File: config.mk
export PLATFORM = sky130hd
export DESIGN_NAME = descriptor_endian_swapper_core
export DESIGN_NICKNAME = d
export VERILOG_FILES = /design/src/dswap_pkg.sv /design/src/dswap_useq.sv /design/src/dswap_dp.sv /design/src/descriptor_endian_swapper_core.sv
export SDC_FILE = /design/constraint.sdc
export NUM_CORES = 1
export LEC_CHECK = 0
export BUFFER_PORTS_ARGS = -buffer_cell sky130_fd_sc_hd__buf_2
export CORE_MARGIN = 2
export CORE_UTILIZATION = 45
export CTS_BUF_LIST = sky130_fd_sc_hd__clkbuf_2 sky130_fd_sc_hd__clkbuf_4 sky130_fd_sc_hd__clkbuf_8
export CTS_CLUSTER_SIZE = 30
export DETAILED_ROUTE_END_ITERATION = 8
export GPL_TIMING_DRIVEN = 0
export MAX_ROUTING_LAYER = met4
export SLEW_MARGIN = 20
export SYNTH_ARGS = -nofsm -noshare
export SYNTH_HDL_FRONTEND = slang
export SYNTH_SLANG_ARGS = --single-unit
File: constraint.sdc
create_clock -name clk -period 6.95 [get_ports clk]
set_input_delay 1.39 -clock clk [delete_from_list [all_inputs] [get_ports clk]]
set_output_delay 1.39 -clock clk [all_outputs]
set_load 0.02 [all_outputs]
File: src/dswap_pkg.sv
`timescale 1ns / 1ps
// ----------------------------------------------------------------------------
// dswap_pkg
// Shared types, constants, microcode table and helpers for the descriptor
// driven byte-order swapper.
// ----------------------------------------------------------------------------
package dswap_pkg;

  localparam int DESC_BYTES = 16;
  localparam logic [3:0] NIBBLE_MASK = 4'hF;

  localparam int CFG_ADDR_W = 1;
  localparam int CFG_DATA_W = 64;

  // Configuration register indexes.
  localparam logic [CFG_ADDR_W-1:0] REG_DESC_LOW  = 1'b0;
  localparam logic [CFG_ADDR_W-1:0] REG_DESC_HIGH = 1'b1;

  // Record status codes.
  localparam logic [1:0] STATUS_OK       = 2'd0;
  localparam logic [1:0] STATUS_BAD_SIZE = 2'd1;
  localparam logic [1:0] STATUS_LEN_ERR  = 2'd2;

  typedef struct packed {
    logic [7:0] data_byte;
    logic       last_byte;
  } dswap_in_t;

  typedef struct packed {
    logic [7:0] out_byte;
    logic       out_last;
    logic [1:0] status;
  } dswap_out_t;

  // Micro-operations executed by the datapath.
  typedef enum logic [2:0] {
    UOP_NOP,
    UOP_ADVANCE,
    UOP_ACCEPT,
    UOP_SCAN,
    UOP_TAIL,
    UOP_EMIT,
    UOP_CLOSE
  } uop_t;

  // Jump conditions.
  typedef enum logic [2:0] {
    COND_NEVER,
    COND_ALWAYS,
    COND_ADV_BUSY,
    COND_NO_XFER,
    COND_NOT_LAST,
    COND_SCAN_BUSY,
    COND_EMIT_BUSY
  } cond_t;

  typedef logic [2:0] step_t;

  localparam step_t STEP_ADVANCE = 3'd0;
  localparam step_t STEP_ACCEPT  = 3'd1;
  localparam step_t STEP_CHECK   = 3'd2;
  localparam step_t STEP_SCAN    = 3'd3;
  localparam step_t STEP_TAIL    = 3'd4;
  localparam step_t STEP_EMIT    = 3'd5;
  localparam step_t STEP_CLOSE   = 3'd6;

  typedef struct packed {
    uop_t  op;
    cond_t cond;
    step_t target;
  } ucode_word_t;

  // Status bits that the sequencer's jump conditions look at.
  typedef struct packed {
    logic adv_busy;
    logic in_xfer;
    logic last;
    logic scan_busy;
    logic emit_busy;
  } dswap_flags_t;

  // The program: a jump is taken when its condition holds, else the next step follows.
  function automatic ucode_word_t ucode_rom(step_t step);
    ucode_word_t w;
    case (step)
      STEP_ADVANCE: w = '{op: UOP_ADVANCE, cond: COND_ADV_BUSY,  target: STEP_ADVANCE};
      STEP_ACCEPT:  w = '{op: UOP_ACCEPT,  cond: COND_NO_XFER,   target: STEP_ACCEPT};
      STEP_CHECK:   w = '{op: UOP_NOP,     cond: COND_NOT_LAST,  target: STEP_EMIT};
      STEP_SCAN:    w = '{op: UOP_SCAN,    cond: COND_SCAN_BUSY, target: STEP_SCAN};
      STEP_TAIL:    w = '{op: UOP_TAIL,    cond: COND_NEVER,     target: STEP_ADVANCE};
      STEP_EMIT:    w = '{op: UOP_EMIT,    cond: COND_EMIT_BUSY, target: STEP_EMIT};
      STEP_CLOSE:   w = '{op: UOP_CLOSE,   cond: COND_ALWAYS,    target: STEP_ADVANCE};
      default:      w = '{op: UOP_NOP,     cond: COND_ALWAYS,    target: STEP_ADVANCE};
    endcase
    return w;
  endfunction

  // Descriptor byte at an index; indexes past the descriptor read as zero.
  function automatic logic [7:0] desc_byte_at(logic [127:0] desc, logic [4:0] idx);
    logic [7:0] b;
    if (idx >= 5'(DESC_BYTES) || idx[4]) begin
      b = 8'h00;
    end else begin
      b = desc[{idx[3:0], 3'b000} +: 8];
    end
    return b;
  endfunction

  function automatic logic size_ok(logic [3:0] sz);
    return (sz == 4'd1) || (sz == 4'd2) || (sz == 4'd4);
  endfunction

endpackage

File: src/dswap_useq.sv
`timescale 1ns / 1ps
// ----------------------------------------------------------------------------
// dswap_useq
// Microcode sequencer: step counter, program table and jump logic.
// ----------------------------------------------------------------------------
module dswap_useq (
  input  logic                  clk,
  input  logic                  rst_n,
  input  dswap_pkg::dswap_flags_t flags,
  output dswap_pkg::uop_t       op
);
  import dswap_pkg::*;

  step_t       step_r;
  step_t       step_nxt;
  ucode_word_t word;
  logic        take;

  always_comb begin
    word = ucode_rom(step_r);
    case (word.cond)
      COND_NEVER:     take = 1'b0;
      COND_ALWAYS:    take = 1'b1;
      COND_ADV_BUSY:  take = flags.adv_busy;
      COND_NO_XFER:   take = !flags.in_xfer;
      COND_NOT_LAST:  take = !flags.last;
      COND_SCAN_BUSY: take = flags.scan_busy;
      COND_EMIT_BUSY: take = flags.emit_busy;
      default:        take = 1'b1;
    endcase
    step_nxt = take ? word.target : step_t'(step_r + 3'd1);
    op = word.op;
  end

  always_ff @(posedge clk) begin
    if (!rst_n) begin
      step_r <= STEP_ADVANCE;
    end else begin
      step_r <= step_nxt;
    end
  end

  // The input is only offered in the accept step.
  a_accept_step: assert property (@(posedge clk) disable iff (!rst_n)
    flags.in_xfer |-> step_r == STEP_ACCEPT)
    else $error("input transfer outside the accept step");

endmodule

File: src/dswap_dp.sv
`timescale 1ns / 1ps
// ----------------------------------------------------------------------------
// dswap_dp
// Datapath: descriptor registers written through cfg_, plus record state,
// field buffer, output queue and output register, driven by the current op.
// ----------------------------------------------------------------------------
module dswap_dp (
  input  logic                                  clk,
  input  logic                                  rst_n,
  input  dswap_pkg::uop_t                       op,
  output dswap_pkg::dswap_flags_t               flags,
  input  logic                                  cfg_we,
  input  logic [dswap_pkg::CFG_ADDR_W-1:0]      cfg_addr,
  input  logic [dswap_pkg::CFG_DATA_W-1:0]      cfg_wdata,
  input  logic                                  in_valid,
  output logic                                  in_ready,
  input  dswap_pkg::dswap_in_t                  in_data,
  output logic                                  out_valid,
  input  logic                                  out_ready,
  output dswap_pkg::dswap_out_t                 out_data
);
  import dswap_pkg::*;

  logic [CFG_DATA_W-1:0] desc_low_r, desc_high_r;

  logic [4:0] entry_index_r, entry_index_nxt;
  logic [3:0] fields_left_r, fields_left_nxt;
  logic [2:0] field_size_r, field_size_nxt;
  logic [7:0] held_r [3];
  logic [7:0] held_nxt [3];
  logic [1:0] held_count_r, held_count_nxt;
  logic [1:0] sticky_r, sticky_nxt;
  logic       done_r, done_nxt;

  logic       last_r, last_nxt;
  logic [4:0] scan_idx_r, scan_idx_nxt;
  logic       scan_end_r, scan_end_nxt;
  logic [1:0] tail_r, tail_nxt;

  logic [7:0] emit_q_r [4];
  logic [7:0] emit_q_nxt [4];
  logic [2:0] emit_cnt_r, emit_cnt_nxt;

  logic       out_valid_r, out_valid_nxt;
  dswap_out_t out_data_r, out_data_nxt;

  logic       in_xfer;
  logic [7:0] desc_rd;
  logic [3:0] d_cnt;
  logic [3:0] d_size;

  assign in_ready  = (op == UOP_ACCEPT);
  assign in_xfer   = in_valid && in_ready;
  assign out_valid = out_valid_r;
  assign out_data  = out_data_r;

  // One read port on the descriptor, shared by the advance and tail scans.
  assign desc_rd = desc_byte_at({desc_high_r, desc_low_r},
                                (op == UOP_SCAN) ? scan_idx_r : entry_index_r);
  assign d_cnt   = (desc_rd[7:4]) & NIBBLE_MASK;
  assign d_size  = desc_rd[3:0] & NIBBLE_MASK;

  // Entries are read only once a byte is waiting, so a descriptor written
  // between bytes takes effect for every entry not yet opened.
  always_comb begin
    flags.adv_busy  = !in_valid || (!done_r && (fields_left_r == 4'd0));
    flags.in_xfer   = in_xfer;
    flags.last      = last_r;
    flags.scan_busy = !scan_end_r;
    flags.emit_busy = (emit_cnt_r != 3'd0);
  end

  always_comb begin
    entry_index_nxt = entry_index_r;
    fields_left_nxt = fields_left_r;
    field_size_nxt  = field_size_r;
    held_nxt        = held_r;
    held_count_nxt  = held_count_r;
    sticky_nxt      = sticky_r;
    done_nxt        = done_r;
    last_nxt        = last_r;
    scan_idx_nxt    = scan_idx_r;
    scan_end_nxt    = scan_end_r;
    tail_nxt        = tail_r;
    emit_q_nxt      = emit_q_r;
    emit_cnt_nxt    = emit_cnt_r;
    out_valid_nxt   = out_valid_r && !out_ready;
    out_data_nxt    = out_data_r;

    case (op)
      UOP_ADVANCE: begin
        if (in_valid && !done_r && fields_left_r == 4'd0) begin
          if (desc_rd == 8'h00) begin
            done_nxt = 1'b1;
          end else begin
            entry_index_nxt = entry_index_r + 5'd1;
            if (d_cnt != 4'd0) begin
              if (!size_ok(d_size)) begin
                sticky_nxt = STATUS_BAD_SIZE;
                done_nxt   = 1'b1;
              end else begin
                fields_left_nxt = d_cnt;
                field_size_nxt  = d_size[2:0];
              end
            end
          end
        end
      end
      UOP_ACCEPT: begin
        if (in_xfer) begin
          last_nxt     = in_data.last_byte;
          scan_idx_nxt = entry_index_r;
          scan_end_nxt = done_r;
          tail_nxt     = STATUS_OK;
          if (done_r) begin
            emit_q_nxt[0] = in_data.data_byte;
            emit_cnt_nxt  = 3'd1;
            if (sticky_r == STATUS_OK) begin
              sticky_nxt = STATUS_LEN_ERR;
            end
          end else if (field_size_r <= 3'd1) begin
            emit_q_nxt[0]   = in_data.data_byte;
            emit_cnt_nxt    = 3'd1;
            fields_left_nxt = fields_left_r - 4'd1;
          end else if ((3'(held_count_r) + 3'd1) < field_size_r) begin
            held_nxt[held_count_r] = in_data.data_byte;
            held_count_nxt         = held_count_r + 2'd1;
          end else begin
            // Field complete: newest byte first, then the held bytes backward.
            emit_q_nxt[0] = in_data.data_byte;
            if (field_size_r == 3'd4) begin
              emit_q_nxt[1] = held_r[2];
              emit_q_nxt[2] = held_r[1];
              emit_q_nxt[3] = held_r[0];
              emit_cnt_nxt  = 3'd4;
            end else begin
              emit_q_nxt[1] = held_r[0];
              emit_cnt_nxt  = 3'd2;
            end
            held_count_nxt  = 2'd0;
            fields_left_nxt = fields_left_r - 4'd1;
          end
        end
      end
      UOP_SCAN: begin
        if (!scan_end_r) begin
          if (desc_rd == 8'h00) begin
            scan_end_nxt = 1'b1;
          end else begin
            scan_idx_nxt = scan_idx_r + 5'd1;
            if (d_cnt != 4'd0) begin
              tail_nxt     = size_ok(d_size) ? STATUS_LEN_ERR : STATUS_BAD_SIZE;
              scan_end_nxt = 1'b1;
            end
          end
        end
      end
      UOP_TAIL: begin
        if (tail_r == STATUS_BAD_SIZE) begin
          sticky_nxt = STATUS_BAD_SIZE;
        end else if ((fields_left_r != 4'd0 || held_count_r != 2'd0 ||
                      tail_r == STATUS_LEN_ERR) && sticky_r == STATUS_OK) begin
          sticky_nxt = STATUS_LEN_ERR;
        end
        // A half-filled field leaves in arrival order.
        if (held_count_r != 2'd0) begin
          emit_q_nxt[0]  = held_r[0];
          emit_q_nxt[1]  = held_r[1];
          emit_q_nxt[2]  = held_r[2];
          emit_cnt_nxt   = 3'(held_count_r);
          held_count_nxt = 2'd0;
        end
      end
      UOP_EMIT: begin
        if (emit_cnt_r != 3'd0 && (!out_valid_r || out_ready)) begin
          out_valid_nxt         = 1'b1;
          out_data_nxt.out_byte = emit_q_r[0];
          out_data_nxt.out_last = last_r && (emit_cnt_r == 3'd1);
          out_data_nxt.status   = sticky_r;
          emit_q_nxt[0]         = emit_q_r[1];
          emit_q_nxt[1]         = emit_q_r[2];
          emit_q_nxt[2]         = emit_q_r[3];
          emit_cnt_nxt          = emit_cnt_r - 3'd1;
        end
      end
      UOP_CLOSE: begin
        if (last_r) begin
          entry_index_nxt = 5'd0;
          fields_left_nxt = 4'd0;
          field_size_nxt  = 3'd0;
          held_count_nxt  = 2'd0;
          sticky_nxt      = STATUS_OK;
          done_nxt        = 1'b0;
          last_nxt        = 1'b0;
        end
      end
      default: begin
      end
    endcase
  end

  always_ff @(posedge clk) begin
    if (!rst_n) begin
      desc_low_r  <= '0;
      desc_high_r <= '0;
    end else if (cfg_we) begin
      case (cfg_addr)
        REG_DESC_LOW:  desc_low_r  <= cfg_wdata;
        REG_DESC_HIGH: desc_high_r <= cfg_wdata;
        default: begin
        end
      endcase
    end
  end

  always_ff @(posedge clk) begin
    if (!rst_n) begin
      entry_index_r <= '0;
      fields_left_r <= '0;
      field_size_r  <= '0;
      held_count_r  <= '0;
      sticky_r      <= STATUS_OK;
      done_r        <= 1'b0;
      last_r        <= 1'b0;
      scan_idx_r    <= '0;
      scan_end_r    <= 1'b1;
      tail_r        <= STATUS_OK;
      emit_cnt_r    <= '0;
      out_valid_r   <= 1'b0;
    end else begin
      entry_index_r <= entry_index_nxt;
      fields_left_r <= fields_left_nxt;
      field_size_r  <= field_size_nxt;
      held_count_r  <= held_count_nxt;
      sticky_r      <= sticky_nxt;
      done_r        <= done_nxt;
      last_r        <= last_nxt;
      scan_idx_r    <= scan_idx_nxt;
      scan_end_r    <= scan_end_nxt;
      tail_r        <= tail_nxt;
      emit_cnt_r    <= emit_cnt_nxt;
      out_valid_r   <= out_valid_nxt;
    end
  end

  always_ff @(posedge clk) begin
    held_r     <= held_nxt;
    emit_q_r   <= emit_q_nxt;
    out_data_r <= out_data_nxt;
  end

  a_queue_empty_on_accept: assert property (@(posedge clk) disable iff (!rst_n)
    in_ready |-> emit_cnt_r == 3'd0)
    else $error("input offered while results are still queued");

  a_held_in_field: assert property (@(posedge clk) disable iff (!rst_n)
    held_count_r != 2'd0 |-> !done_r && fields_left_r != 4'd0)
    else $error("bytes held outside an open field");

  a_queue_bound: assert property (@(posedge clk) disable iff (!rst_n)
    emit_cnt_r <= 3'd4)
    else $error("output queue overfilled");

  a_status_code: assert property (@(posedge clk) disable iff (!rst_n)
    out_valid_r |-> out_data_r.status != 2'd3)
    else $error("undefined status code on output");

endmodule

File: src/descriptor_endian_swapper_core.sv
`timescale 1ns / 1ps
// ----------------------------------------------------------------------------
// descriptor_endian_swapper_core
// Reverses the byte order of record fields as laid out by a descriptor.
//
// Record bytes arrive on the in_ channel (valid/ready) with a last flag on
// the final byte; converted bytes leave on the out_ channel with their own
// last flag and the record status. The descriptor is written through the
// cfg_ port (index 0: bytes 0-7, index 1: bytes 8-15); the user must write
// it while the block idles, which the block itself does not enforce.
// A short microcode program sequences the work, one step per cycle: reading
// descriptor entries (one per cycle, once a byte is waiting), taking a byte,
// scanning the remaining entries at the end of a record (one per cycle), and
// sending up to four result bytes, one per cycle while the receiver takes
// them. Results pass through an output register, so the next byte is taken
// while the last result still waits. When the receiver stalls, the queued
// results wait and no new byte is taken until they have left. Synchronous
// reset clears the descriptor, the record state and the output valid flag.
// ----------------------------------------------------------------------------
module descriptor_endian_swapper_core (
  input  logic                                  clk,
  input  logic                                  rst_n,
  input  logic                                  cfg_we,
  input  logic [dswap_pkg::CFG_ADDR_W-1:0]      cfg_addr,
  input  logic [dswap_pkg::CFG_DATA_W-1:0]      cfg_wdata,
  input  logic                                  in_valid,
  output logic                                  in_ready,
  input  dswap_pkg::dswap_in_t                  in_data,
  output logic                                  out_valid,
  input  logic                                  out_ready,
  output dswap_pkg::dswap_out_t                 out_data
);
  import dswap_pkg::*;

  uop_t         op;
  dswap_flags_t flags;

  dswap_useq u_useq (
    .clk   (clk),
    .rst_n (rst_n),
    .flags (flags),
    .op    (op)
  );

  dswap_dp u_dp (
    .clk       (clk),
    .rst_n     (rst_n),
    .op        (op),
    .flags     (flags),
    .cfg_we    (cfg_we),
    .cfg_addr  (cfg_addr),
    .cfg_wdata (cfg_wdata),
    .in_valid  (in_valid),
    .in_ready  (in_ready),
    .in_data   (in_data),
    .out_valid (out_valid),
    .out_ready (out_ready),
    .out_data  (out_data)
  );

endmodule

==> impl_results.md <==
* Status: finished clean
* Maximum number of pins on one net before global-route repair at 17
* Crit-path most repeated cell: inv_1
* Endpoint class of the critical path: flop
* Standard cell core area at approximately 24000 um^2
* Placer's final routability congestion estimate at approximately 0.95
* Register-to-register setup slack at slightly above 2 ns
* Post-synthesis cell area at 11000 um^2
* TritonCTS buffer count at 40
* Total Wirelength at roughly 35000 um
* Overall Global Routing Usage at 0.276
* Area of the die at 25800 um^2
* Class of the tightest hold or removal check: flop to flop
* Count of flip-flops with a built-in enable after synthesis at 67
* Maximum level of the CTS H-tree at 2
* DRC violations left at 0
* Fmax achieved at between 200 and 250 MHz
* Half-perimeter wire length of the detailed placement result at between 20000 and 30000 um
* Initial cell density of the core at 0.457
* Setup repair after global routing missed its margin: no
* Final net count at 1514
* Master of the slowest instance on the critical path: a21oi_1
* Tightest Pin Transition at ~1.1 ns
* Starting DRC count in detailed routing at about 800
* Start point of the critical path: u_useq.step_r[0]$_SDFF_PN0_
* Register bit count reported by yosys at 228
* Fin. Hold Viols at 0
* Routed length on met3 at between 2000 and 2500 um
* IR drop worst, VDD at about 0.00021 V
* Worst reg2reg path startpoint: u_useq.step_r[0]$_SDFF_PN0_
* PwrDens at about 280 nW/um^2
* Synthesized net count at approximately 1400
* Post-synthesis sequential area ratio at 0.474
* Number of setup buffers added after CTS at 0
* Count of buffers from port buffering at 90
* Library cell used as clock root buffer: clkbuf_8
* Die span in y at ~160 um
* Clock-pin slew of the registers on the worst-case setup and hold paths at ~0.06 ns
* Largest stage delay, worst path at around 0.63 ns
* Top cell type by total area after synthesis: dfxtp_1
* CP max FO at 10
* Routed wire length on met2 at about 17000 um
* Setup-violating endpoint count in the final report at 0
* Top-Level Pins at a little over 90
* Number of global-route vias before repair at ~9400
* Yosys top cell area share at 0.292
* Most common cell in the synthesized netlist: nand2_1
* Worst slew margin relative to its limit at 0.229
* Arrival time of the worst setup path at just over 5 ns
* Maximum count of clock buffers along a single path at 3
* Total congestion overflow after global routing at 0
* Clock latency on the worst-skew pair at ~0.56 ns
* Post-Syn Area per Cell at between 8 and 9 um^2
* Synth Instances at 1283
* Average wire length per cell after detail routing at slightly below 20 um
* Number of sinks on the clock net at between 200 and 250
* Number of resized instances in the post-cts repair step at 0
* Setup tns final at 0 ns
* CP Buf/Inv Count at 6
* Final-layout worst hold slack at about 0.42 ns
* Max-capacitance violation count at 0
* Initial antenna violation count at 0
* Remaining number of nets flagged by the antenna check after routing at 0
* Static leakage at approximately 4.6 nW
* N_diodes at 0
* Wire length of the first global-routing pass at about 54000 um
* Launch instance of the worst min-delay path: u_dp.emit_q_r[29]$_DFFE_PP_
* Worst setup skew after layout at 0.0226 ns
* Required time reported for the critical path endpoint at about 7.2 ns
* Crit share post-route at 0.704
* Power consumption at 3.66 mW
* WS Path Type: flop to flop
* Area delta synth->final at 16.2%
* Dominant cells by area after synthesis: dfxtp_1 29%, edfxtp_1 18%, nand2_1 12%, a21oi_1 7.3%, mux2i_1 3.8%
* Hold buffers post-CTS at 0
* Clock period minus final worst setup slack at just under 5 ns
* YS warnings at 0
* Routed vias at just over 10000
* Worst setup SP type: flop
* Cell chain of the critical path: inv_1 -> ha_1 -> buf_2 -> inv_1 -> nand3_1 -> a21oi_1 -> nand2_1 -> inv_1 -> nand2_1 -> nor2_1 -> a21oi_1 -> o21ai_1 -> buf_4 -> a21boi_1 -> buf_4
* Commonest cells in the synthesized netlist: 342 x nand2_1, 161 x dfxtp_1, 160 x a21oi_1, 69 x clkbuf_1, 67 x edfxtp_1
* Layout cells sized above 1 at 0.144
* Main flop type after synthesis: dfxtp_1
* Proportion of synthesized flip-flops having asynchronous set or reset at 0
* Count of filler cells inserted in the layout at between 2000 and 2500
* Uppermost layer routed: met4
* Horizontal die dimension at 161 um
* # rows at 57
* TritonCTS clock tree: done
* Routed metal-1 wire length at about 15000 um
* Via count normalized by instance count at 5.68
* Distinct cell type count of the synthesized netlist at 71
* Category of cells accounting for the largest share of critical-path delay: compound AO/OA/AOI/OAI gates
* Final Max Tran Viols at 0
* First drt pass iteration count at 6
## metal layers
metal,vias up,GRT usage
li1,4870,-
met1,4760,0.353
met5,-,-
met2,363,0.451
met3,69,0.0400
met4,0,0.0921
## where the power goes
part | internal, mW | total [mW] | switching, mW
clock | 0.821 | 1.38 | 0.560
sequential | 1.42 | 1.47 | 0.0461
combinational | 0.271 | 0.805 | 0.534
total | 2.52 | 3.66 | 1.14
## area by class of cell
type	count	area [um^2]	share of cell area
clock inverters	13	143	0.0111
flip-flops and latches	228	5240	0.408
plain buffers	91	392	0.0305
repair buffers	92	465	0.0363
well taps	324	405	0.0316
clock buffers	60	769	0.0599
inverters	20	75.1	0.00585
multi-input cells	944	5350	0.417
## through the flow
stage,instances,cell area [um^2],worst slack [ns],utilization
detailed placement,1699,11900,1.96,0.493
global placement,1697,11900,0.861,0.492
CTS,1772,12800,1.93,0.531
global route,1772,12800,1.68,0.531
floorplan,1283,11000,2.86,-
finish,1772,12800,2.05,0.531
## kinds of logic after synthesis
group                      Yosys count  synth area share
adders and majority gates           18            0.0204
muxes                               46            0.0421
AOI/OAI and AO/OA                  376             0.218
and+or+nand+nor                    501             0.200
DFF                                228             0.474
xor gates and xnor gates             3           0.00306
buffers and inverters              111            0.0423
## flip-flops by register name, summed over array words and instances (netlist names)
register and cells:
u_dp.desc_low_r 64, u_dp.sticky_r 2, u_dp.held_count_r 2, u_dp.scan_end_r 1, u_dp.entry_index_r 5, u_dp.out_data 11
u_dp.emit_cnt_r 3, u_dp.emit_q_r 32, u_dp.tail_r 2, u_dp.out_valid 1, u_dp.last_r 1, u_useq.step_r 3
u_dp.field_size_r 3, u_dp.done_r 1, u_dp.desc_high_r 64, u_dp.fields_left_r 4, u_dp.held_r 24, u_dp.scan_idx_r 5
## worst paths after layout
path,endpoint,cells after the start
setup reg to reg,u_dp.emit_q_r[14]$_DFFE_PP_,15
setup / recovery,u_dp.emit_q_r[14]$_DFFE_PP_,15
hold reg to reg,u_dp.out_data[8]$_DFFE_PP_,0
hold / removal,u_dp.out_data[8]$_DFFE_PP_,0
## cell usage in the layout (no fill, tap or decap), drive strengths merged, types with 5 or more instances in the layout
| cell type | instances |
|---|---|
| and3 | 26 |
| mux2i | 42 |
| dfxtp | 161 |
| nor2b | 5 |
| inv | 20 |
| edfxtp | 67 |
| a211oi | 46 |
| a32oi | 5 |
| ha | 18 |
| clkbuf | 129 |
| a22oi | 9 |
| nor3 | 12 |
| nor2 | 42 |
| nor4 | 8 |
| nand3 | 20 |
| o31ai | 7 |
| a311oi | 10 |
| a21boi | 12 |
| o21a | 8 |
| a21oi | 161 |
| buf | 114 |
| o311ai | 5 |
| o22ai | 8 |
| and2 | 9 |
| o21ai | 45 |
| a31oi | 20 |
| nand2 | 343 |
| o211ai | 9 |
| clkinv | 8 |
| nand2b | 16 |
| a211o | 8 |
(Power assumes the default switching activity.)
